File: config.mk
export PLATFORM = sky130hd
export DESIGN_NAME = tdbl_ctrl
export DESIGN_NICKNAME = d
export VERILOG_FILES = /design/src/rtl/tdbl_pkg.sv /design/src/rtl/tdbl_ctrl.sv
export SDC_FILE = /design/constraint.sdc
export NUM_CORES = 1
export LEC_CHECK = 0
export BUFFER_PORTS_ARGS = -buffer_cell sky130_fd_sc_hd__buf_2
export CORE_MARGIN = 4
export CORE_UTILIZATION = 30
export CTS_CLUSTER_SIZE = 10
export DETAILED_ROUTE_END_ITERATION = 10
export HOLD_SLACK_MARGIN = 0.05
export RECOVER_POWER = 25
export SLEW_MARGIN = 20
export SYNTH_ARGS = -nofsm -noshare
export SYNTH_HDL_FRONTEND = slang
export SYNTH_SLANG_ARGS = --single-unit
File: constraint.sdc
create_clock -name clock -period 1.5 [get_ports clock]
set_input_delay 0.075 -clock clock [delete_from_list [all_inputs] [get_ports clock]]
set_output_delay 0.075 -clock clock [all_outputs]
set_load 0.05 [all_outputs]
File: src/rtl/tdbl_pkg.sv
// ----------------------------------------------------------------------------
// tdbl_pkg
// Shared types and constants for the tree distance block: field widths,
// operation codes, read address selects and the controller/datapath bundles.
// ----------------------------------------------------------------------------
package tdbl_pkg;

   localparam int NodesDef  = 1024;
   localparam int LevelsDef = 10;

   localparam int OpW    = 2;
   localparam int IdW    = 10;
   localparam int DepthW = 10;
   localparam int DistW  = 11;

   localparam logic [OpW-1:0] OP_LOAD  = 2'd0;
   localparam logic [OpW-1:0] OP_BUILD = 2'd1;
   localparam logic [OpW-1:0] OP_QUERY = 2'd2;

   // Ancestor table read address selects.
   localparam logic [2:0] AR_BUILD_N = 3'd0;
   localparam logic [2:0] AR_BUILD_T = 3'd1;
   localparam logic [2:0] AR_A       = 3'd2;
   localparam logic [2:0] AR_B       = 3'd3;
   localparam logic [2:0] AR_A0      = 3'd4;

   // Depth table read address selects.
   localparam logic [1:0] DR_A = 2'd0;
   localparam logic [1:0] DR_B = 2'd1;
   localparam logic [1:0] DR_L = 2'd2;

   typedef struct packed {
      logic       capture;
      logic       anc_we;
      logic       build_wr;
      logic [2:0] ar_sel;
      logic [1:0] dr_sel;
      logic       dep_we;
      logic       node_clr;
      logic       node_inc;
      logic       lvl_zero;
      logic       lvl_one;
      logic       lvl_top;
      logic       lvl_inc;
      logic       lvl_dec;
      logic       load_da;
      logic       load_db;
      logic       lift_a;
      logic       store_ua;
      logic       twin_upd;
      logic       l_from_a;
      logic       l_from_ram;
      logic       load_dl;
      logic       rsp_load;
   } tdbl_cmd_type;

   typedef struct packed {
      logic diff_bit;
      logic lvl_last;
      logic lvl_is_zero;
      logic node_last;
      logic a_eq_b;
      logic out_free;
      logic multi_level;
   } tdbl_sts_type;

endpackage

File: src/rtl/tdbl_ctrl.sv
// ----------------------------------------------------------------------------
// tdbl_ctrl
// Sequencer for load, table build and distance query transactions.
// ----------------------------------------------------------------------------
module tdbl_ctrl (
   input  logic                         clock,
   input  logic                         reset,
   input  logic                         req_valid,
   input  logic [tdbl_pkg::OpW-1:0]     req_op,
   output logic                         req_ready,
   input  tdbl_pkg::tdbl_sts_type       sts,
   output tdbl_pkg::tdbl_cmd_type       cmd
);

   localparam logic [4:0] S_IDLE   = 5'd0;
   localparam logic [4:0] S_LOAD   = 5'd1;
   localparam logic [4:0] S_B_N    = 5'd2;
   localparam logic [4:0] S_B_T    = 5'd3;
   localparam logic [4:0] S_B_W    = 5'd4;
   localparam logic [4:0] S_Q_DA   = 5'd5;
   localparam logic [4:0] S_Q_DB   = 5'd6;
   localparam logic [4:0] S_Q_SW   = 5'd7;
   localparam logic [4:0] S_LIFT   = 5'd8;
   localparam logic [4:0] S_LIFT_W = 5'd9;
   localparam logic [4:0] S_CHK    = 5'd10;
   localparam logic [4:0] S_TW_A   = 5'd11;
   localparam logic [4:0] S_TW_B   = 5'd12;
   localparam logic [4:0] S_TW_C   = 5'd13;
   localparam logic [4:0] S_FIN_A  = 5'd14;
   localparam logic [4:0] S_FIN_B  = 5'd15;
   localparam logic [4:0] S_DL_A   = 5'd16;
   localparam logic [4:0] S_DL_B   = 5'd17;
   localparam logic [4:0] S_OUT    = 5'd18;

   logic [4:0] state_ff;
   logic [4:0] state_in;

   always_ff @(posedge clock) begin
      if (reset) begin
         state_ff <= S_IDLE;
      end else begin
         state_ff <= state_in;
      end
   end

   assign req_ready = (state_ff == S_IDLE);

   always_comb begin
      cmd      = '0;
      state_in = state_ff;
      case (state_ff)
         S_IDLE: begin
            if (req_valid) begin
               cmd.capture = 1'b1;
               case (req_op)
                  tdbl_pkg::OP_LOAD: begin
                     state_in = S_LOAD;
                  end
                  tdbl_pkg::OP_BUILD: begin
                     if (sts.multi_level) begin
                        cmd.node_clr = 1'b1;
                        cmd.lvl_one  = 1'b1;
                        state_in     = S_B_N;
                     end
                  end
                  tdbl_pkg::OP_QUERY: begin
                     state_in = S_Q_DA;
                  end
                  default: begin
                     state_in = S_IDLE;
                  end
               endcase
            end
         end
         S_LOAD: begin
            cmd.anc_we = 1'b1;
            cmd.dep_we = 1'b1;
            state_in   = S_IDLE;
         end
         S_B_N: begin
            cmd.ar_sel = tdbl_pkg::AR_BUILD_N;
            state_in   = S_B_T;
         end
         S_B_T: begin
            cmd.ar_sel = tdbl_pkg::AR_BUILD_T;
            state_in   = S_B_W;
         end
         S_B_W: begin
            cmd.anc_we   = 1'b1;
            cmd.build_wr = 1'b1;
            state_in     = S_B_N;
            if (sts.node_last) begin
               if (sts.lvl_last) begin
                  state_in = S_IDLE;
               end else begin
                  cmd.node_clr = 1'b1;
                  cmd.lvl_inc  = 1'b1;
               end
            end else begin
               cmd.node_inc = 1'b1;
            end
         end
         S_Q_DA: begin
            cmd.dr_sel = tdbl_pkg::DR_A;
            state_in   = S_Q_DB;
         end
         S_Q_DB: begin
            cmd.dr_sel  = tdbl_pkg::DR_B;
            cmd.load_da = 1'b1;
            state_in    = S_Q_SW;
         end
         S_Q_SW: begin
            cmd.load_db  = 1'b1;
            cmd.lvl_zero = 1'b1;
            state_in     = S_LIFT;
         end
         S_LIFT: begin
            cmd.ar_sel = tdbl_pkg::AR_A;
            if (sts.diff_bit) begin
               state_in = S_LIFT_W;
            end else if (sts.lvl_last) begin
               state_in = S_CHK;
            end else begin
               cmd.lvl_inc = 1'b1;
            end
         end
         S_LIFT_W: begin
            cmd.lift_a = 1'b1;
            if (sts.lvl_last) begin
               state_in = S_CHK;
            end else begin
               cmd.lvl_inc = 1'b1;
               state_in    = S_LIFT;
            end
         end
         S_CHK: begin
            if (sts.a_eq_b) begin
               cmd.l_from_a = 1'b1;
               state_in     = S_DL_A;
            end else begin
               cmd.lvl_top = 1'b1;
               state_in    = S_TW_A;
            end
         end
         S_TW_A: begin
            cmd.ar_sel = tdbl_pkg::AR_A;
            state_in   = S_TW_B;
         end
         S_TW_B: begin
            cmd.ar_sel   = tdbl_pkg::AR_B;
            cmd.store_ua = 1'b1;
            state_in     = S_TW_C;
         end
         S_TW_C: begin
            cmd.twin_upd = 1'b1;
            if (sts.lvl_is_zero) begin
               state_in = S_FIN_A;
            end else begin
               cmd.lvl_dec = 1'b1;
               state_in    = S_TW_A;
            end
         end
         S_FIN_A: begin
            cmd.ar_sel = tdbl_pkg::AR_A0;
            state_in   = S_FIN_B;
         end
         S_FIN_B: begin
            cmd.l_from_ram = 1'b1;
            state_in       = S_DL_A;
         end
         S_DL_A: begin
            cmd.dr_sel = tdbl_pkg::DR_L;
            state_in   = S_DL_B;
         end
         S_DL_B: begin
            cmd.load_dl = 1'b1;
            state_in    = S_OUT;
         end
         S_OUT: begin
            if (sts.out_free) begin
               cmd.rsp_load = 1'b1;
               state_in     = S_IDLE;
            end
         end
         default: begin
            state_in = S_IDLE;
         end
      endcase
   end

endmodule

Word-level counts from Yosys, hierarchy flattened
Index checks and enable logic that the tools add are counted.

storage, ports and cells
  register bits = 5
  input port bits = 12
  output and inout port bits = 26
  word-level logic and storage cells = 75

operators by class
  equal/unequal tests = 24
  multiplexer cells = 45
  reductions and logical operators = 5

operator list
  kind                                                 count
  one-hot mux 5 bit (18 select lines)                  1
  equality test 5 x 4 -> 1 bit, second input constant  8
  2-to-1 mux 5 bit                                     7
  2-to-1 mux 1 bit                                     29
  equality test 5 x 3 -> 1 bit, second input constant  4
  equality test 5 bit, second input constant           3
  one-hot mux 5 bit (3 select lines)                   1
  one-hot mux 3 bit (4 select lines)                   1
  equality test 5 x 2 -> 1 bit, second input constant  2
  inequality test 3 bit, second input constant         2
  equality test 5 x 1 -> 1 bit, second input constant  1
  zero test 5 bit                                      1
  2-to-1 mux 2 bit                                     2
  inequality test 2 bit, second input constant         2
  one-hot mux 2 bit (2 select lines)                   1
  AND reduction 4 bit                                  1
  OR reduction 2 bit                                   2
  2-to-1 mux 3 bit                                     1
  one-hot mux 1 bit (3 select lines)                   1
  equality test 2 x 1 -> 1 bit, second input constant  1
  equality test 2 bit, second input constant           1
  zero test 2 bit                                      1
  one-hot mux 1 bit (2 select lines)                   1

Logic depth before layout (Yosys ltp)
Gate-level depths: netlist of the first run.

  depth in word-level cells = 4
  depth in mapped cells = 7
  gate-level depth less buffers = 5

Least setup slack after synthesis of the first run
No wires, ideal clock.

  kind = reg-to-output
  start point = register state_ff[4]
  end point = output cmd[11] (netlist bit)
  arrival = 2.305 ns
  data required time = 1.425 ns
  path slack = -0.880 ns
  stages on the path, launching flop included = 4
  buffers on the path = 1
  cells stage by stage = dfxtp_1 > buf_4 > nand2b_1 > nor4b_1

RTL lines
  what                      RTL line         text
  start: declaration        tdbl_ctrl.sv:35  logic [4:0] state_ff;
  start signal: assignment  tdbl_ctrl.sv:42  state_ff <= state_in;
  end: declaration          tdbl_ctrl.sv:12  output tdbl_pkg::tdbl_cmd_type cmd

==> flow_metrics.tcl, run 1 <==
set metrics [dict create \
    r2r_end "state_ff[1]" \
    ir_drop_mv 0.4780 \
    fmax_ghz 0.6440 \
    rr_worst_depth 6 \
    initial_utilization_pct 31.21 \
    required_ns 1.42 \
    diodes 0 \
    finish.net_count 171 \
    path_max_fanout 5 \
    dp_cells 179 \
    globalplace.congestion 0.8834 \
    status "complete, but fails checks" \
    worst_slew_pin_slew_ns 0.2849 \
    ios 38 \
    timing.final.crit_share_pct 103.5 \
    holdWs_ns 0.1823 \
    switching_share_pct 40.65 \
    cts_sinks 5 \
    routed_via_density 5.101 \
    power_density_mw_per_mm2 477.6 \
    dieArea_sq_mm 0.003454 \
    max_slew_margin_pct 80.86 \
    critPathKind "reg2out" \
    wire_per_inst_um 13.99 \
    worst-endpoint-arrival_ns 1.48 \
    hp-start "sts[1]" \
    place_hpwl_mm 2.053 \
    antenna_found_initial 0 \
    drv_cap 0 \
    cp-end-kind "output pin" \
    dr.pass1.iters 4 \
    path_clk_slew_ns 0.04 \
    drt_iter0_drc 27 \
    setup_viol 5 \
    clockPowerShare_pct 25.1 \
    min_delay_path_depth 3 \
    ys_warn_count 0 \
    regMostFlops "state_ff" \
    leakage_nw 0.5845 \
    drc 0 \
    fin_crit_ns 1.553 \
    grt_overflow 0 \
    yosysTopAreaCell "dfxtp_1" \
    fp-row-count 18 \
    dpl_cell_area_sq_mm 0.001050 \
    ys_top_cells_by_count "nor2_1 (14), nand2_1 (10), a21oi_1 (9), and3_1 (7), nor3_1 (7)" \
    yosysSeqAreaShare_pct 12.94 \
    port-buffer-count 37 \
    hold_path.class "in2reg" \
    p_seq_share_pct 24.6 \
    fillCellCount 262 \
    rsz0062_at_grt "true" \
    hold_viol 0 \
    pwr-share-comb_pct 50.3 \
    violations "setup timing" \
    largest_reg_flops 5 \
    syn_nets 123 \
    yosysTopAreaCellShare_pct 12.94 \
    final_cell_area_sq_mm 0.001264 \
    grt_max_degree 12 \
    antenna_left 0 \
    die_h_um 58.77 \
    power.internal_mw 0.3582 \
    ys_seq_elements 5 \
    clk_latency_ns 0.24 \
    fin_cells 188 \
    grtUsageTotal_pct 15.86 \
    rr_startpoint "state_ff[3]" \
    grt_pass1_vias 936 \
    fin_ws_ns -0.05273 \
    vias 959 \
    die_w_um 58.77 \
    cts_root_buf "clkbuf_4" \
    core_sq_mm 0.002477 \
    syn_area_sq_um 773.2 \
    yosysMostFrequentCell "nor2_1" \
    synth_edf_count 0 \
    whs_endpoint "state_ff[1]" \
    cts_tree "done" \
    synth_ff_type "dfxtp_1" \
    totalWireLength_mm 2.630 \
    largest_registers "state_ff (5)" \
    synth.distinct_cells 44 \
    drive_gt1_share_pct 58.86 \
    p_sw_mw 0.2453 \
    drv_slew 0 \
    syn2layout_area_growth_pct 63.43 \
    fin_skew_ns 0.0002157 \
    final-seq-area_sq_um 113.9 \
    avgSynthCellArea_sq_um 6.966 \
    cts_max_level 1 \
    regToRegSetupSlack_ns 0 \
    synth_async_sr_flop_share_pct 0 \
    synth_area_leaders "dfxtp_1 (13%), nor2_1 (6.8%), a21oi_1 (5.8%)" \
    synthCells 111 \
    multi_input_area_sq_um 688.2 \
    numCtsBuffers 3 \
    grt_first_pass_wirelength_mm 4.333 \
    cp-start-kind "flop" \
    clock_path_buffers 2 \
]
==> kinds of logic after synthesis <==
kind of cell	after synthesis	synth area share [%]
AOI/OAI and AO/OA	24	21.03
xor gates and xnor gates	1	1.133
DFF	5	12.95
and+or+nand+nor	64	48.22
buffers and inverters	15	14.08
muxes	2	2.589
==> per-stage QoR <==
step                      worst slack (ns)  utilization (%)  setup TNS [ns]  power, mW
after floorplan                    -0.2098                -         -0.2993     0.3412
after global placement           -0.004228            42.37       -0.004228     0.4056
after detailed placement         -0.002976            42.37       -0.003788     0.4069
after CTS                         -0.07693            47.42         -0.1689     0.5853
after global routing               -0.1298            51.01         -0.7209     0.6465
final                             -0.05273            51.01         -0.1433     0.6035
==> worst max-delay path by stage <==
stage	cells past startpoint	startpoint	endpoint	slack (ns)
final	5	state_ff[1]	cmd[15]	-0.05
after global routing	5	state_ff[1]	cmd[15]	-0.13
after CTS	5	state_ff[1]	cmd[15]	-0.08
after detailed placement	6	state_ff[3]	state_ff[1]	-0.003
after global placement	6	state_ff[1]	cmd[10]	-0.004
after floorplan	3	state_ff[4]	cmd[11]	-0.21
==> worst max-delay path, cell delays in order (launching register included) <==
cell,delay (ns)
dfxtp_4,0.36
nor3_4,0.22
and3_4,0.22
and3_4,0.17
o21bai_4,0.11
buf_6,0.17
==> layout by cell type (no fill, tap or decap), drive strengths merged <==
| cell | Yosys | final |
|---|---|---|
| clkbuf | 1 | 11 |
| mux2i | 2 | 2 |
| a211oi | 1 | 1 |
| nand4 | 1 | 1 |
| nor4b | 1 | 1 |
| dfxtp | 5 | 5 |
| o21bai | 1 | 1 |
| and2b | 5 | 5 |
| nand3 | 1 | 1 |
| a21oi | 9 | 9 |
| inv | 6 | 5 |
| a221oi | 1 | 1 |
| a32oi | 1 | 1 |
| and4 | 1 | 1 |
| or2 | 1 | 1 |
| nand2b | 1 | 1 |
| dlygate4sd3 | 0 | 1 |
| nor2b | 2 | 2 |
| nand2 | 10 | 10 |
| xor2 | 1 | 1 |
| and3 | 8 | 8 |
| o31ai | 1 | 1 |
| nor2 | 16 | 16 |
| a21boi | 1 | 1 |
| o211ai | 1 | 1 |
| nor4 | 1 | 1 |
| o22ai | 2 | 2 |
| o2bb2ai | 1 | 1 |
| a22oi | 2 | 2 |
| buf | 8 | 44 |
| clkinvlp | 0 | 1 |
| nor3 | 9 | 9 |
| nand4b | 2 | 2 |
| and2 | 5 | 5 |
| o21ai | 3 | 3 |
==> power groups by stage <==
| stage | Combinational [mW] | Clock, mW | Sequential, mW |
|---|---|---|---|
| 4_1_cts | 0.280 | 0.157 | 0.148 |
| 2_1_floorplan | 0.194 | 0 | 0.147 |
| 3_3_place_gp | 0.254 | 0 | 0.151 |
| 3_5_place_dp | 0.256 | 0 | 0.151 |
| 6_report | 0.303 | 0.151 | 0.149 |
| 5_1_grt | 0.324 | 0.173 | 0.149 |
==> per-layer routing <==
| metal | GRT usage (%) | share of wire, % | vias up |
|---|---|---|---|
| met4 | 1.942 | 0 | 0 |
| met2 | 26.81 | 48 | 39 |
| met1 | 21.24 | 45 | 438 |
| met3 | 3.289 | 6.6 | 0 |
| li1 | - | - | 482 |
| met5 | 0 | 0 | - |
==> repair_timing <==
action,CTS,global route
pin swaps,3,8
endpoints found under the hold margin,1,0
buffers inserted,3,1
endpoints found under the setup margin,17,23
hold buffers,1,0
resized for setup,26,31
==> area by class of cell <==
class                           count  area share [%]
Clock buffer                        4           2.079
Inverter                            6           2.079
Multi-Input combinational cell     91           54.46
Sequential cell                     5           9.010
Tap cell                           30           2.970
Timing Repair Buffer               52           29.41
No activity file was read; power rests on OpenSTA's default activity.
==> run 2, diff against run 1 <==
Settings changed: CORE_UTILIZATION 30 to 40, PLACE_DENSITY from default to 0.71.
==> run 2 against run 1 <==
Against the previous run:
- the flow still finishes with violations (setup timing)
- sequential share of layout area is 0.37 points lower
- via count grew 6.7%
- non-clock buffer count up 5
- critical path type unchanged
- critical endpoint unchanged
==> flow_metrics.tcl, run 2 (same netlist as run 1, synthesis figures left out) <==
set metrics [dict create \
    setup_viol 7 \
    rr_worst_depth 7 \
    required_ns 1.42 \
    finish.net_count 176 \
    regMostFlops "state_ff" \
    hold_buffers 0 \
    p_seq_share_pct 22.9 \
    clock_path_buffers 2 \
    routed_via_density 5.441 \
    critPathKind "reg2out" \
    initial_utilization_pct 43.37 \
    drv_cap 0 \
    port-buffer-count 37 \
    final_cell_mix "buf_2 (18), buf_4 (18), buf_6 (10)" \
    drv_slew 0 \
    power.internal_mw 0.3659 \
    largest_reg_flops 5 \
    whs_endpoint "state_ff[1]" \
    switching_share_pct 42.10 \
    grt_pass1_vias 991 \
    antenna_found_initial 0 \
    rsz0062_at_grt "true" \
    vias 1023 \
    final-seq-area_sq_um 116.4 \
    cts_sinks 5 \
    rr_startpoint "state_ff[0]" \
    clockPowerShare_pct 26.3 \
    syn2layout_area_growth_pct 74.27 \
    dieArea_sq_mm 0.002700 \
    cts_max_level 1 \
    fin_skew_ns 0.004806 \
    crit_start "state_ff[3]" \
    hold_viol 0 \
    fillCellCount 123 \
    min_delay_path_depth 2 \
    dr.pass1.iters 4 \
    cts_tree "done" \
    multi_input_area_sq_um 705.7 \
    cts_root_buf "clkbuf_4" \
    ir_drop_mv 0.3673 \
    r2r_end "state_ff[1]" \
    cp-start-kind "flop" \
    grt_max_degree 12 \
    path_max_fanout 9 \
    wire_per_inst_um 15.37 \
    path_clk_slew_ns 0.05 \
    worst_slew_pin_slew_ns 0.3421 \
    core_sq_mm 0.001783 \
    regToRegSetupSlack_ns -0.03 \
    leakage_nw 0.6295 \
    antenna_left 0 \
    hp-start "reset" \
    final_util_pct 75.58 \
    fin_ws_ns -0.09499 \
    grt_overflow 0 \
    grtUsageTotal_pct 21.68 \
    globalplace.congestion 0.9325 \
    ios 38 \
    fmax_ghz 0.6270 \
    power_density_mw_per_mm2 469.0 \
    pwr-share-comb_pct 50.8 \
    cp-end-kind "output pin" \
    diodes 0 \
    largest_registers "state_ff (5)" \
    hold_path.class "in2reg" \
    totalWireLength_mm 2.890 \
    worst-endpoint-arrival_ns 1.52 \
    drc 0 \
    drive_gt1_share_pct 63.19 \
    grt_first_pass_wirelength_mm 4.360 \
    die_h_um 51.97 \
    drt_iter0_drc 28 \
    timing.final.crit_share_pct 106.3 \
    clk_latency_ns 0.26 \
    fin_tns_setup_ns -0.2876 \
    status "complete, but fails checks" \
    violations "setup timing" \
    numCtsBuffers 3 \
    p_sw_mw 0.2661 \
    fp-row-count 15 \
    die_w_um 51.97 \
    fin_crit_ns 1.595 \
    max_slew_margin_pct 76.95 \
    place_hpwl_mm 1.894 \
]
run 2: repair_timing:
item                                    in CTS  in global routing
endpoints found under the hold margin        0                  0
endpoints found under the setup margin      18                 20
pin swaps                                    6                  6
setup buffers                                8                  2
resized for setup                           36                 30
run 2: worst max path at each step:
stage	to	slack, ns	depth (start not counted)
2_1_floorplan	cmd[11]	-0.21	3
3_3_place_gp	cmd[10]	0.003	6
3_5_place_dp	cmd[10]	-0.006	6
4_1_cts	cmd[15]	-0.09	5
5_1_grt	cmd[15]	-0.16	5
6_report	cmd[15]	-0.09	6
run 2: power by group through the flow:
stage | sequential (mW) | combinational [mW] | clock [mW]
after floorplan | 0.147 | 0.194 | 0
after global placement | 0.149 | 0.254 | 0
after detailed placement | 0.150 | 0.255 | 0
after CTS | 0.145 | 0.294 | 0.165
after global routing | 0.145 | 0.343 | 0.180
final | 0.144 | 0.321 | 0.166
run 2: critical path, stage by stage (launching register included):
cell and delay (ns):
dfxtp_4 0.35, buf_4 0.17, nor2_4 0.10, and3_4 0.19, and3_4 0.17, o21bai_4 0.11, buf_6 0.17
run 2: area by class of cell:
class	instances	area share (%)
inverter	6	1.950
tap	25	2.321
multi-input combinational	91	52.37
clock buffer	4	1.950
timing repair buffer	57	32.78
sequential	5	8.635
run 2: layer usage:
metal  vias up  wire (um)  track usage (%)  part of all wire, %
li1        496          -                -                    -
met1       472       1133            25.47                   39
met2        46       1474            37.66                   51
met3         9        191            4.011                  6.6
met4         0         92            9.607                  3.2
met5         -          0                0                    0
run 2: metrics by stage:
step	power (mW)	area, sq um	std cells	hold slack [ns]	setup WS, ns
after floorplan	0.3412	838.3	111	0.1396	-0.2098
after global placement	0.4028	1056	174	0.3179	0.003375
after detailed placement	0.4051	1056	174	0.3212	-0.005615
after CTS	0.6045	1250	186	0.05540	-0.09150
after global routing	0.6681	1348	188	0.05955	-0.1626
final	0.6320	1348	188	0.05447	-0.09499
